`config.mk`:
```
export PLATFORM = sky130hd
export DESIGN_NAME = sorted_priority_queue_flat
export DESIGN_NICKNAME = d
export VERILOG_FILES = /design/src/spq_pkg.sv /design/src/spq_if.sv /design/src/spq_slot_ram.sv /design/src/sorted_priority_queue.sv /design/src/flat_wrapper.sv
export SDC_FILE = /design/constraint.sdc
export NUM_CORES = 1
export LEC_CHECK = 0
export ABC_AREA = 1
export BUFFER_PORTS_ARGS = -buffer_cell sky130_fd_sc_hd__buf_2
export CORE_MARGIN = 2
export CORE_UTILIZATION = 54
export CTS_BUF_LIST = sky130_fd_sc_hd__clkbuf_4 sky130_fd_sc_hd__clkbuf_8
export CTS_CLUSTER_SIZE = 8
export DETAILED_ROUTE_END_ITERATION = 12
export HOLD_SLACK_MARGIN = 0.02
export PLACE_DENSITY = 0.74
export SLEW_MARGIN = 40
export SYNTH_ARGS = -nofsm -noshare
export SYNTH_HDL_FRONTEND = slang
export SYNTH_SLANG_ARGS = --single-unit
```
`constraint.sdc`:
```
create_clock -name clk -period 8.96 [get_ports clk]
set_input_delay 2.688 -clock clk [delete_from_list [all_inputs] [get_ports clk]]
set_output_delay 2.688 -clock clk [all_outputs]
set_load 0.05 [all_outputs]
```
`src/spq_pkg.sv`:
```
// ----------------------------------------------------------------------------
// spq_pkg
// Shared constants, codes and types of the sorted priority queue.
// ----------------------------------------------------------------------------
package spq_pkg;

  // queue geometry
  localparam int QUEUE_DEPTH = 16;
  localparam int TAG_BITS    = 32;
  localparam int IDX_W       = $clog2(QUEUE_DEPTH);
  localparam int CNT_W       = $clog2(QUEUE_DEPTH + 1);

  // fixed field widths of the channels
  localparam int REQ_W  = 2;
  localparam int PRIO_W = 8;
  localparam int TAG_W  = 32;
  localparam int STAT_W = 2;
  localparam int OCC_W  = 5;

  // request codes
  typedef enum logic [REQ_W-1:0] {
    REQ_ENQ    = 2'd0,
    REQ_DEQ    = 2'd1,
    REQ_PEEK   = 2'd2,
    REQ_UNUSED = 2'd3
  } req_t;

  // status codes
  typedef enum logic [STAT_W-1:0] {
    STAT_OK    = 2'd0,
    STAT_FULL  = 2'd1,
    STAT_ZERO  = 2'd2,
    STAT_EMPTY = 2'd3
  } status_t;

  // one stored job
  typedef struct packed {
    logic [PRIO_W-1:0]   prio;
    logic [TAG_BITS-1:0] tag;
  } slot_t;

  // sequencer states
  typedef enum logic [1:0] {
    ST_IDLE,
    ST_SHIFT,
    ST_PLACE,
    ST_DEQ
  } state_t;

endpackage

```
`src/spq_if.sv`:
```
// ----------------------------------------------------------------------------
// spq_req_if / spq_rsp_if
// Valid/ready channels for requests and results of the priority queue.
// ----------------------------------------------------------------------------
interface spq_req_if
  import spq_pkg::*;
();
  logic              valid;
  logic              ready;
  logic [REQ_W-1:0]  req_type;
  logic [PRIO_W-1:0] job_priority;
  logic [TAG_W-1:0]  job_tag;

  modport source (output valid, output req_type, output job_priority, output job_tag,
                  input ready);
  modport sink   (input valid, input req_type, input job_priority, input job_tag,
                  output ready);
endinterface

interface spq_rsp_if
  import spq_pkg::*;
();
  logic              valid;
  logic              ready;
  logic [STAT_W-1:0] status;
  logic [PRIO_W-1:0] out_priority;
  logic [TAG_W-1:0]  out_tag;
  logic [OCC_W-1:0]  occupancy;
  logic [OCC_W-1:0]  free_slots;
  logic              is_full;
  logic              is_empty;

  modport source (output valid, output status, output out_priority, output out_tag,
                  output occupancy, output free_slots, output is_full, output is_empty,
                  input ready);
  modport sink   (input valid, input status, input out_priority, input out_tag,
                  input occupancy, input free_slots, input is_full, input is_empty,
                  output ready);
endinterface

```
`src/spq_slot_ram.sv`:
```
// ----------------------------------------------------------------------------
// spq_slot_ram
// Slot store: one write port, one read port with registered read data.
// ----------------------------------------------------------------------------
module spq_slot_ram
  import spq_pkg::*;
(
  input  logic             clk,
  input  logic             wr_en,
  input  logic [IDX_W-1:0] wr_addr,
  input  slot_t            wr_data,
  input  logic             rd_en,
  input  logic [IDX_W-1:0] rd_addr,
  output slot_t            rd_data
);

  slot_t mem [QUEUE_DEPTH];
  slot_t rd_data_r;

  // write port
  always_ff @(posedge clk) begin
    if (wr_en) begin
      mem[wr_addr] <= wr_data;
    end
  end

  // read port, registered read data
  always_ff @(posedge clk) begin
    if (rd_en) begin
      rd_data_r <= mem[rd_addr];
    end
  end

  assign rd_data = rd_data_r;

endmodule

```
`src/sorted_priority_queue.sv`:
```
// ----------------------------------------------------------------------------
// sorted_priority_queue
// Bounded priority queue kept sorted in a slot memory; smallest nonzero
// priority served first, first-in first-out among equal priorities.
// ----------------------------------------------------------------------------
// Usage:
//   in_req  carries one request item (enqueue, dequeue or peek) per handshake.
//   out_rsp returns exactly one result item per request: status, returned
//   job, occupancy, free slots and the full and empty flags after the request.
//   Slots 0..count-1 hold jobs in non-increasing priority value; the best job
//   sits in slot count-1. An enqueue walks down from the top through the
//   slot memory (one read and one write port), moving one entry up per cycle
//   until its place is found.
// Completion (accept to result valid):
//   rejected enqueue, unused code, empty dequeue/peek, enqueue into empty:
//   result registered at accept; dequeue or peek: after one memory read;
//   enqueue: after one read, then one shift step per stored job with
//   priority value <= new one, then the final write.
// Throughput: one item at a time; the next item is taken in the cycle its
//   predecessor's result is taken at the earliest.
// Reset: synchronous active-low rst_n empties the queue; slot contents are
//   not cleared. A stalled receiver holds the result register and blocks
//   new requests until the result is taken.
// ----------------------------------------------------------------------------
module sorted_priority_queue
  import spq_pkg::*;
(
  input  logic       clk,
  input  logic       rst_n,
  spq_req_if.sink    in_req,
  spq_rsp_if.source  out_rsp
);

  // control state
  state_t           state_r, state_nxt;
  logic [CNT_W-1:0] count_r, count_nxt;
  logic [IDX_W-1:0] idx_r, idx_nxt;
  slot_t            new_r, new_nxt;
  logic             pop_r, pop_nxt;

  // result register
  logic              out_valid_r;
  logic [STAT_W-1:0] status_r;
  logic [PRIO_W-1:0] prio_out_r;
  logic [TAG_W-1:0]  tag_out_r;
  logic [OCC_W-1:0]  occ_r;
  logic [OCC_W-1:0]  free_r;
  logic              full_r;
  logic              empty_r;

  // memory port signals
  logic             mem_we;
  logic [IDX_W-1:0] mem_waddr;
  slot_t            mem_wdata;
  logic             mem_re;
  logic [IDX_W-1:0] mem_raddr;
  slot_t            mem_rdata;

  logic              accept;
  logic              done;
  status_t           res_status;
  slot_t             res_job;
  req_t              req;
  slot_t             in_job;
  logic              is_full_now;
  logic [CNT_W-1:0]  count_dec;

  spq_slot_ram u_slot_ram (
    .clk     (clk),
    .wr_en   (mem_we),
    .wr_addr (mem_waddr),
    .wr_data (mem_wdata),
    .rd_en   (mem_re),
    .rd_addr (mem_raddr),
    .rd_data (mem_rdata)
  );

  // handshake; new items wait while the sequencer is busy (interlock)
  assign in_req.ready = (state_r == ST_IDLE) && (!out_valid_r || out_rsp.ready);
  assign accept       = in_req.valid && in_req.ready;
  assign req          = req_t'(in_req.req_type);
  assign in_job.prio  = in_req.job_priority;
  assign in_job.tag   = TAG_BITS'(in_req.job_tag);
  assign is_full_now  = (count_r == CNT_W'(QUEUE_DEPTH));
  assign count_dec    = count_r - CNT_W'(1);

  // next state
  always_comb begin
    state_nxt = state_r;
    unique case (state_r)
      ST_IDLE: begin
        if (accept) begin
          unique case (req)
            REQ_ENQ: begin
              if (!is_full_now && (in_job.prio != '0) && (count_r != '0)) begin
                state_nxt = ST_SHIFT;
              end
            end
            REQ_DEQ, REQ_PEEK: begin
              if (count_r != '0) begin
                state_nxt = ST_DEQ;
              end
            end
            default: state_nxt = ST_IDLE;
          endcase
        end
      end
      ST_SHIFT: begin
        if (mem_rdata.prio <= new_r.prio) begin
          if (idx_r == IDX_W'(1)) begin
            state_nxt = ST_PLACE;
          end
        end else begin
          state_nxt = ST_IDLE;
        end
      end
      ST_PLACE: state_nxt = ST_IDLE;
      ST_DEQ:   state_nxt = ST_IDLE;
      default:  state_nxt = ST_IDLE;
    endcase
  end

  // datapath and memory control
  always_comb begin
    count_nxt  = count_r;
    idx_nxt    = idx_r;
    new_nxt    = new_r;
    pop_nxt    = pop_r;
    mem_we     = 1'b0;
    mem_waddr  = idx_r;
    mem_wdata  = new_r;
    mem_re     = 1'b0;
    mem_raddr  = IDX_W'(count_dec);
    done       = 1'b0;
    res_status = STAT_OK;
    res_job    = '0;
    unique case (state_r)
      ST_IDLE: begin
        if (accept) begin
          new_nxt = in_job;
          idx_nxt = IDX_W'(count_r);
          pop_nxt = (req == REQ_DEQ);
          unique case (req)
            REQ_ENQ: begin
              if (is_full_now) begin
                done       = 1'b1;
                res_status = STAT_FULL;
              end else if (in_job.prio == '0) begin
                done       = 1'b1;
                res_status = STAT_ZERO;
              end else if (count_r == '0) begin
                // empty queue: place straight into slot 0
                mem_we    = 1'b1;
                mem_waddr = '0;
                mem_wdata = in_job;
                done      = 1'b1;
                count_nxt = CNT_W'(1);
              end else begin
                mem_re = 1'b1;
              end
            end
            REQ_DEQ, REQ_PEEK: begin
              if (count_r == '0) begin
                done       = 1'b1;
                res_status = STAT_EMPTY;
              end else begin
                mem_re = 1'b1;
              end
            end
            default: done = 1'b1;
          endcase
        end
      end
      ST_SHIFT: begin
        // read data is slot idx_r-1
        mem_we = 1'b1;
        if (mem_rdata.prio <= new_r.prio) begin
          mem_wdata = mem_rdata;
          idx_nxt   = idx_r - IDX_W'(1);
          if (idx_r != IDX_W'(1)) begin
            mem_re    = 1'b1;
            mem_raddr = idx_r - IDX_W'(2);
          end
        end else begin
          done      = 1'b1;
          count_nxt = count_r + CNT_W'(1);
        end
      end
      ST_PLACE: begin
        mem_we    = 1'b1;
        done      = 1'b1;
        count_nxt = count_r + CNT_W'(1);
      end
      ST_DEQ: begin
        done    = 1'b1;
        res_job = mem_rdata;
        if (pop_r) begin
          count_nxt = count_dec;
        end
      end
      default: ;
    endcase
  end

  // control registers
  always_ff @(posedge clk) begin
    if (!rst_n) begin
      state_r <= ST_IDLE;
      count_r <= '0;
    end else begin
      state_r <= state_nxt;
      count_r <= count_nxt;
    end
  end

  // payload registers
  always_ff @(posedge clk) begin
    idx_r <= idx_nxt;
    new_r <= new_nxt;
    pop_r <= pop_nxt;
  end

  // result register
  always_ff @(posedge clk) begin
    if (!rst_n) begin
      out_valid_r <= 1'b0;
    end else if (done) begin
      out_valid_r <= 1'b1;
    end else if (out_rsp.ready) begin
      out_valid_r <= 1'b0;
    end
  end

  always_ff @(posedge clk) begin
    if (done) begin
      status_r   <= res_status;
      prio_out_r <= res_job.prio;
      tag_out_r  <= TAG_W'(res_job.tag);
      occ_r      <= OCC_W'(count_nxt);
      free_r     <= OCC_W'(CNT_W'(QUEUE_DEPTH) - count_nxt);
      full_r     <= (count_nxt == CNT_W'(QUEUE_DEPTH));
      empty_r    <= (count_nxt == '0);
    end
  end

  assign out_rsp.valid        = out_valid_r;
  assign out_rsp.status       = status_r;
  assign out_rsp.out_priority = prio_out_r;
  assign out_rsp.out_tag      = tag_out_r;
  assign out_rsp.occupancy    = occ_r;
  assign out_rsp.free_slots   = free_r;
  assign out_rsp.is_full      = full_r;
  assign out_rsp.is_empty     = empty_r;

`ifndef NO_ASSERTIONS
  // occupancy never exceeds capacity
  a_count_bound: assert property (@(posedge clk) disable iff (!rst_n)
    count_r <= CNT_W'(QUEUE_DEPTH))
    else $error("queue count above capacity");

  // count moves by at most one per cycle
  a_count_step: assert property (@(posedge clk) disable iff (!rst_n)
    (count_r == $past(count_r)) || (count_r == $past(count_r) + CNT_W'(1)) ||
    (count_r == $past(count_r) - CNT_W'(1)))
    else $error("queue count jumped");

  // a result never overwrites one still waiting
  a_no_overrun: assert property (@(posedge clk) disable iff (!rst_n)
    (out_valid_r && !out_rsp.ready) |-> !done)
    else $error("result register overrun");

  // the shift walk never reaches below slot 0
  a_shift_idx: assert property (@(posedge clk) disable iff (!rst_n)
    (state_r == ST_SHIFT) |-> (idx_r != '0))
    else $error("shift walk index underflow");
`endif

endmodule

```
`src/flat_wrapper.sv`:
```
// flat-port wrapper written by rule: the top's interface ports become plain ports
module sorted_priority_queue_flat import spq_pkg::*;
  (clk, rst_n, in_req_valid, in_req_req_type, in_req_job_priority, in_req_job_tag, in_req_ready, out_rsp_valid, out_rsp_status, out_rsp_out_priority, out_rsp_out_tag, out_rsp_occupancy, out_rsp_free_slots, out_rsp_is_full, out_rsp_is_empty, out_rsp_ready);
  spq_req_if in_req_i ();
  spq_rsp_if out_rsp_i ();
  input  logic clk;
  input  logic rst_n;
  input wire logic [$bits(in_req_i.valid)-1:0] in_req_valid;
  input wire logic [$bits(in_req_i.req_type)-1:0] in_req_req_type;
  input wire logic [$bits(in_req_i.job_priority)-1:0] in_req_job_priority;
  input wire logic [$bits(in_req_i.job_tag)-1:0] in_req_job_tag;
  output wire logic [$bits(in_req_i.ready)-1:0] in_req_ready;
  output wire logic [$bits(out_rsp_i.valid)-1:0] out_rsp_valid;
  output wire logic [$bits(out_rsp_i.status)-1:0] out_rsp_status;
  output wire logic [$bits(out_rsp_i.out_priority)-1:0] out_rsp_out_priority;
  output wire logic [$bits(out_rsp_i.out_tag)-1:0] out_rsp_out_tag;
  output wire logic [$bits(out_rsp_i.occupancy)-1:0] out_rsp_occupancy;
  output wire logic [$bits(out_rsp_i.free_slots)-1:0] out_rsp_free_slots;
  output wire logic [$bits(out_rsp_i.is_full)-1:0] out_rsp_is_full;
  output wire logic [$bits(out_rsp_i.is_empty)-1:0] out_rsp_is_empty;
  input wire logic [$bits(out_rsp_i.ready)-1:0] out_rsp_ready;
  assign in_req_i.valid = in_req_valid;
  assign in_req_i.req_type = in_req_req_type;
  assign in_req_i.job_priority = in_req_job_priority;
  assign in_req_i.job_tag = in_req_job_tag;
  assign in_req_ready = in_req_i.ready;
  assign out_rsp_valid = out_rsp_i.valid;
  assign out_rsp_status = out_rsp_i.status;
  assign out_rsp_out_priority = out_rsp_i.out_priority;
  assign out_rsp_out_tag = out_rsp_i.out_tag;
  assign out_rsp_occupancy = out_rsp_i.occupancy;
  assign out_rsp_free_slots = out_rsp_i.free_slots;
  assign out_rsp_is_full = out_rsp_i.is_full;
  assign out_rsp_is_empty = out_rsp_i.is_empty;
  assign out_rsp_i.ready = out_rsp_ready;
  sorted_priority_queue u_core (.clk(clk), .rst_n(rst_n), .in_req(in_req_i), .out_rsp(out_rsp_i));
endmodule
```
# After elaboration in Yosys (flattened, before gate mapping)
# Memory sizes are Yosys's and may differ from the RTL's. A register that Yosys moved wholly into a read port is not among the register bits.
# Index checks and enable logic that the tools add are counted.
# totals
latch_bits	0
ff_bits	107
n_memories	1
ram_bits	640
out_inout_bits	56
romBits	0
# memory_table
memory	depth	word_bits	rd	rd_ports_with_merged_regs	wr	line_no	text
u_core.u_slot_ram.mem	16	40	1	1	1	spq_slot_ram.sv:17	slot_t mem [QUEUE_DEPTH];
# classes
n_shift	0
magnitude_cmp	1
div	0
reduce_logical	22
addsub	5
muxes	62
n_bitwise	0
n_mul	0
n_eq_ne	14
# ops
operator	count
$mux W40	6
$pmux W40 S2	1
$mux W4	11
$mux W5	7
$pmux W5 S4	1
$mux W1	19
$mux W2	8
$eq A5 B5 Y1 const B	2
$logic_not A5 Y1	2
$ne A3 B3 Y1 const B	3
$le A8 B8 Y1	1
$logic_not A8 Y1	1
$pmux W1 S2	4
$pmux W2 S2	2
$pmux W4 S2	1
$reduce_bool A8 Y1	1
$eq A2 B2 Y1 const B	3
$pmux W2 S3	1
$reduce_or A2 Y1	3
$add A5 B1 Y5 const B	1
$reduce_bool A5 Y1	1
$sub A5 B1 Y5 const B	1
$sub A5 B5 Y5 const A	1
$eq A2 B1 Y1 const B	2
14 further kinds	21

# Depth between registers and ports, before layout
# logic_depth
depth_word	9
mapped_depth	21
mapped_depth_nobuf	21

# By module
# From an unflattened synthesis, not the netlist that was laid out.
# hier_totals
hier_cells	3289
area_unflattened_um2	34647.0
# modules_own_cells
mod	cells_per_inst	n_inst	area_each_um2
spq_slot_ram	2643	1	28718.8
sorted_priority_queue	646	1	5928.2

# Least setup slack after synthesis
# Ideal clock, no wire load.
# synth_timing
kind	input-to-reg
startpoint	input port out_rsp_ready
endpoint	memory u_core.u_slot_ram.mem[11][0] in the netlist's numbering, enable pin
path_stages	12
setup_slack_ns	2.352
arrival_ns	6.170
n_path_buf	0
t_required_ns	8.522
path_cell_list	inv_1 > nand2_1 > inv_1 > nor2_1 > nand2_1 > nor3_2 > nand2_2 > inv_2 > nor2_1 > nor2_2 > nand4_1 > nor2_1
# synth_between
elab_chain_len	7
# synth_rtl
item	line_no	text
start: declaration	flat_wrapper.sv:21	input wire logic [$bits(out_rsp_i.ready)-1:0] out_rsp_ready;
$logic_or A1 B1 Y1 *	sorted_priority_queue.sv:79	assign in_req.ready = (state_r == ST_IDLE) && (!out_valid_r || out_rsp.ready);
$logic_and A1 B1 Y1 *	sorted_priority_queue.sv:79	
named net in_req_ready	flat_wrapper.sv:12	output wire logic [$bits(in_req_i.ready)-1:0] in_req_ready;
$logic_and A1 B1 Y1 *	sorted_priority_queue.sv:80	assign accept = in_req.valid && in_req.ready;
$mux W1	sorted_priority_queue.sv:139	if (accept) begin
$pmux W1 S2	sorted_priority_queue.sv:137	unique case (state_r)
$mux W1	spq_slot_ram.sv:22	if (wr_en) begin
$mux W1 (implied by the code)	spq_slot_ram.sv:23	mem[wr_addr] <= wr_data;
end: declaration	spq_slot_ram.sv:17	
# Mark *: on every way through the listed nets, which the timed path passes. The rest lies on a longest branch.

# Worst setup path in the final report
# layout_timing
startpoint	input port in_req_req_type[1]
endpoint	memory u_core.u_slot_ram.mem[1][4] in the netlist's numbering, enable pin
# layout_between
elab_chain_len	6
# layout_rtl
item	line_no	text
start: declaration	flat_wrapper.sv:9	input wire logic [$bits(in_req_i.req_type)-1:0] in_req_req_type;
$logic_not A2 Y1 *	sorted_priority_queue.sv:143	unique case (req)
$mux W1	sorted_priority_queue.sv:143	
$mux W1	sorted_priority_queue.sv:139	
$pmux W1 S2	sorted_priority_queue.sv:137	
$mux W1	spq_slot_ram.sv:22	
$mux W1 (implied by the code)	spq_slot_ram.sv:23	
# Mark *: on every way between the ends. The rest lies on a longest branch, timed or not.

==> impl_metrics.yaml <==
critical_path:
  critPathLaunchType: "primary input"
  reg2reg_slack_ns: 4.06
  critPathRequiredTime_ns: 9.34
  r2r-start: "u_core.state_r[1]$_SDFFE_PN0P_"
  ff2ff_path_depth: 14
  arrival_ns: 6.45
  worst-setup-path-type: "primary input to register"
  endpoint: "u_core.u_slot_ram.mem[1][4]$_DFFE_PP_"
  startpoint: "in_req_req_type[1]"
  worstReg2RegEnd: "u_core.u_slot_ram.mem[1][4]$_DFFE_PP_"
  worst-path-max-fanout: 28
  cp-end-kind: "register"
floorplan:
  dieArea_um2: 66000
  rows: 92
  ios: 102
  initial_core_util_pct: 54.7
  core_um2: 63100
  dieHeight_um: 257
  die_w_um: 257
clock_tree:
  cts.repair.resized: 0
  path_clk_slew_ns: 0.06
  cts_buffers: 130
  clockBufferDepth: 3
  cts.sinks: 786
  cts_hold_buf: 0
  htree_levels: 4
  cts_tree: "yes"
  clkLatencyLatePin_ns: 0.79
  clockRootBuffer: "clkbuf_8"
  post_cts_buffers: 0
logic_synthesis:
  synth_cell_type_count: 38
  synth_edf_count: 778
  synth_seq_cells: 786
  yosysWarningCount: 0
  yosysSeqAreaShare_pct: 68.2
  syn_inst: 3239
  synth.avg_cell_area_um2: 10.7
  synthFlopType: "edfxtp_1"
  yosysMostFrequentCell: "nand2_1"
  synth_area_leaders: "edfxtp_1, nand3_1, nand2_1"
  syn-num-nets: 3310
  synthArstFlopShare_pct: 0
  synthTopCellsByCount: "nand2_1, edfxtp_1, nand3_1"
  synth_top_cell_by_area: "edfxtp_1"
  synth_area_um2: 34500
  netlist.area_leader.share_pct: 67.7
sta:
  max-slew-margin-rel_pct: 41.8
  period_minus_slack_ns: 6.07
  setup_viol: 0
  rsz0062_at_grt: "false"
  max_freq_mhz: 165
  finalMaxSlewViolations: 0
  worstMarginPinSlew_ns: 0.872
  setup_tns_ns: 0
  fin_ws_ns: 2.89
  final.period_utilization_pct: 67.7
  fin_worst_skew_ns: 0.0489
  holdWs_ns: 0.538
  finalHoldViolCount: 0
min_path:
  hold_class: "register to register"
place:
  port_buffers: 101
  place_area_um2: 36300
  placed_cells_incl_taps: 4056
  post-dp-hpwl_mm: 47.3
  place_congestion: 0.816
  pre_cts_ws_ns: 2.21
global_routing:
  track_usage_pct: 26.7
  antenna_found_initial: 1
  first_global_vias: 22900
  grt_overflow: 0
  grt_max_degree: 188
  grt_pass1_wl_mm: 133
drt:
  antenna_left: 0
  viasPerCell: 5.64
  vias: 24200
  dr.pass1.iters: 6
  wl_per_cell_um: 20.7
  drt-initial-drc-count: 3364
  routed_wirelength_mm: 88.5
  drc: 0
final_layout:
  nets: 3414
  finalCoreUtilization_pct: 61.5
  n_fill_cell: 4974
  multiInputGateArea_um2: 8920
  final_cells: 4283
  area_growth_pct: 12.5
  drive_above_1_share_pct: 13.0
  seq_area_um2: 23500
  fin_area_um2: 38800
job:
  max-cap-violations: 0
pwr:
  power_density_nw_per_um2: 387
  leakagePower_nw: 15.9
  total_power_mw: 15.0
  peakVddDrop_uv: 324
run_status:
  status: "completed"
sequential cells by signal, indices dropped and copies added (netlist names), 5 cells and up:
signal / cells
u_core.count_r: 5
u_core.u_slot_ram.rd_data: 40
u_core.new_r: 40
u_core.out_rsp.free_slots: 5
u_core.out_rsp.out_priority: 8
u_core.u_slot_ram.mem: 640
u_core.out_rsp.out_tag: 32
cell usage in the layout, fill, tap and decap left out, types with 5 or more instances in the layout:
cell,n
clkinvlp_4,5
xor2_1,6
dfxtp_1,8
buf_6,6
o21ai_0,14
buf_4,41
inv_1,401
nand4_1,7
nand2_8,5
inv_2,9
buf_16,9
clkbuf_4,55
nor2_1,57
a41oi_2,23
a21oi_1,16
clkbuf_8,138
nand2_1,892
clkinv_1,19
buf_8,6
nor2_4,17
edfxtp_1,778
buf_2,101
a41oi_1,10
ha_1,24
nand3_1,738
worst min path at each step:
| stage | startpoint | endpoint | slack, ns | cells after the start |
|---|---|---|---|---|
| floorplan | u_core.state_r[0]$_SDFFE_PN0P_ | u_core.state_r[0]$_SDFFE_PN0P_ | 0.50 | 2 |
| global placement | u_core.u_slot_ram.rd_data[28]$_DFFE_PP_ | u_core.out_rsp.out_tag[28]$_SDFFCE_PN0P_ | 0.53 | 2 |
| detailed placement | u_core.u_slot_ram.rd_data[6]$_DFFE_PP_ | u_core.out_rsp.out_tag[6]$_SDFFCE_PN0P_ | 0.52 | 2 |
| CTS | u_core.u_slot_ram.rd_data[28]$_DFFE_PP_ | u_core.out_rsp.out_tag[28]$_SDFFCE_PN0P_ | 0.54 | 2 |
| global route | u_core.u_slot_ram.rd_data[28]$_DFFE_PP_ | u_core.out_rsp.out_tag[28]$_SDFFCE_PN0P_ | 0.57 | 2 |
| finish | u_core.u_slot_ram.rd_data[28]$_DFFE_PP_ | u_core.out_rsp.out_tag[28]$_SDFFCE_PN0P_ | 0.54 | 2 |
cell families (layout without fill, tap and decap cells):
kind of cell             Yosys count  count (layout)  share of synthesized area, %
buffers and inverters            604             801                          7.19
flip-flops                       786             786                          68.2
other                              0               1                             0
multiplexers                       1               1                        0.0290
adder cells (fa/ha/maj)           25              25                         0.906
AO/OA/AOI/OAI                     81              81                          1.63
AND/OR/NAND/NOR                 1733            1733                          21.9
XOR/XNOR                           9               9                         0.228
cell type report:
| class | count | area share (%) |
|---|---|---|
| flip-flops and latches | 786 | 60.6 |
| multi-input cells | 1849 | 23.0 |
| clock buffers | 193 | 5.96 |
| inverters | 411 | 3.98 |
| repair buffers | 165 | 3.24 |
| well taps | 846 | 2.73 |
| clock inverters | 32 | 0.509 |
| diodes | 1 | 0.00645 |
worst max-delay path, cell delays in order:
cell	delay, ns
buf_2	0.11
inv_1	0.07
ha_1	0.17
inv_1	0.09
nor3_2	0.23
nand2_2	0.18
inv_2	0.44
buf_4	0.49
nor2_1	0.12
nor2_2	0.18
nand4_1	0.41
nor2_4	0.65
buf_4	0.59
metal layers:
layer | vias up | track usage [%] | routed length, µm
met4 | 0 | 10.5 | 2570
met3 | 194 | 5.61 | 9500
li1 | 11200 | - | -
met2 | 1372 | 41.1 | 40900
met5 | - | 0 | 0
met1 | 11400 | 37.4 | 35500
power breakdown:
| group | switching (mW) | internal [mW] | total [mW] |
|---|---|---|---|
| Sequential | 0.232 | 5.80 | 6.03 |
| Clock | 1.40 | 1.68 | 3.07 |
| Combinational | 4.51 | 1.43 | 5.94 |
Note: power is estimated with default switching activity, not from simulation.
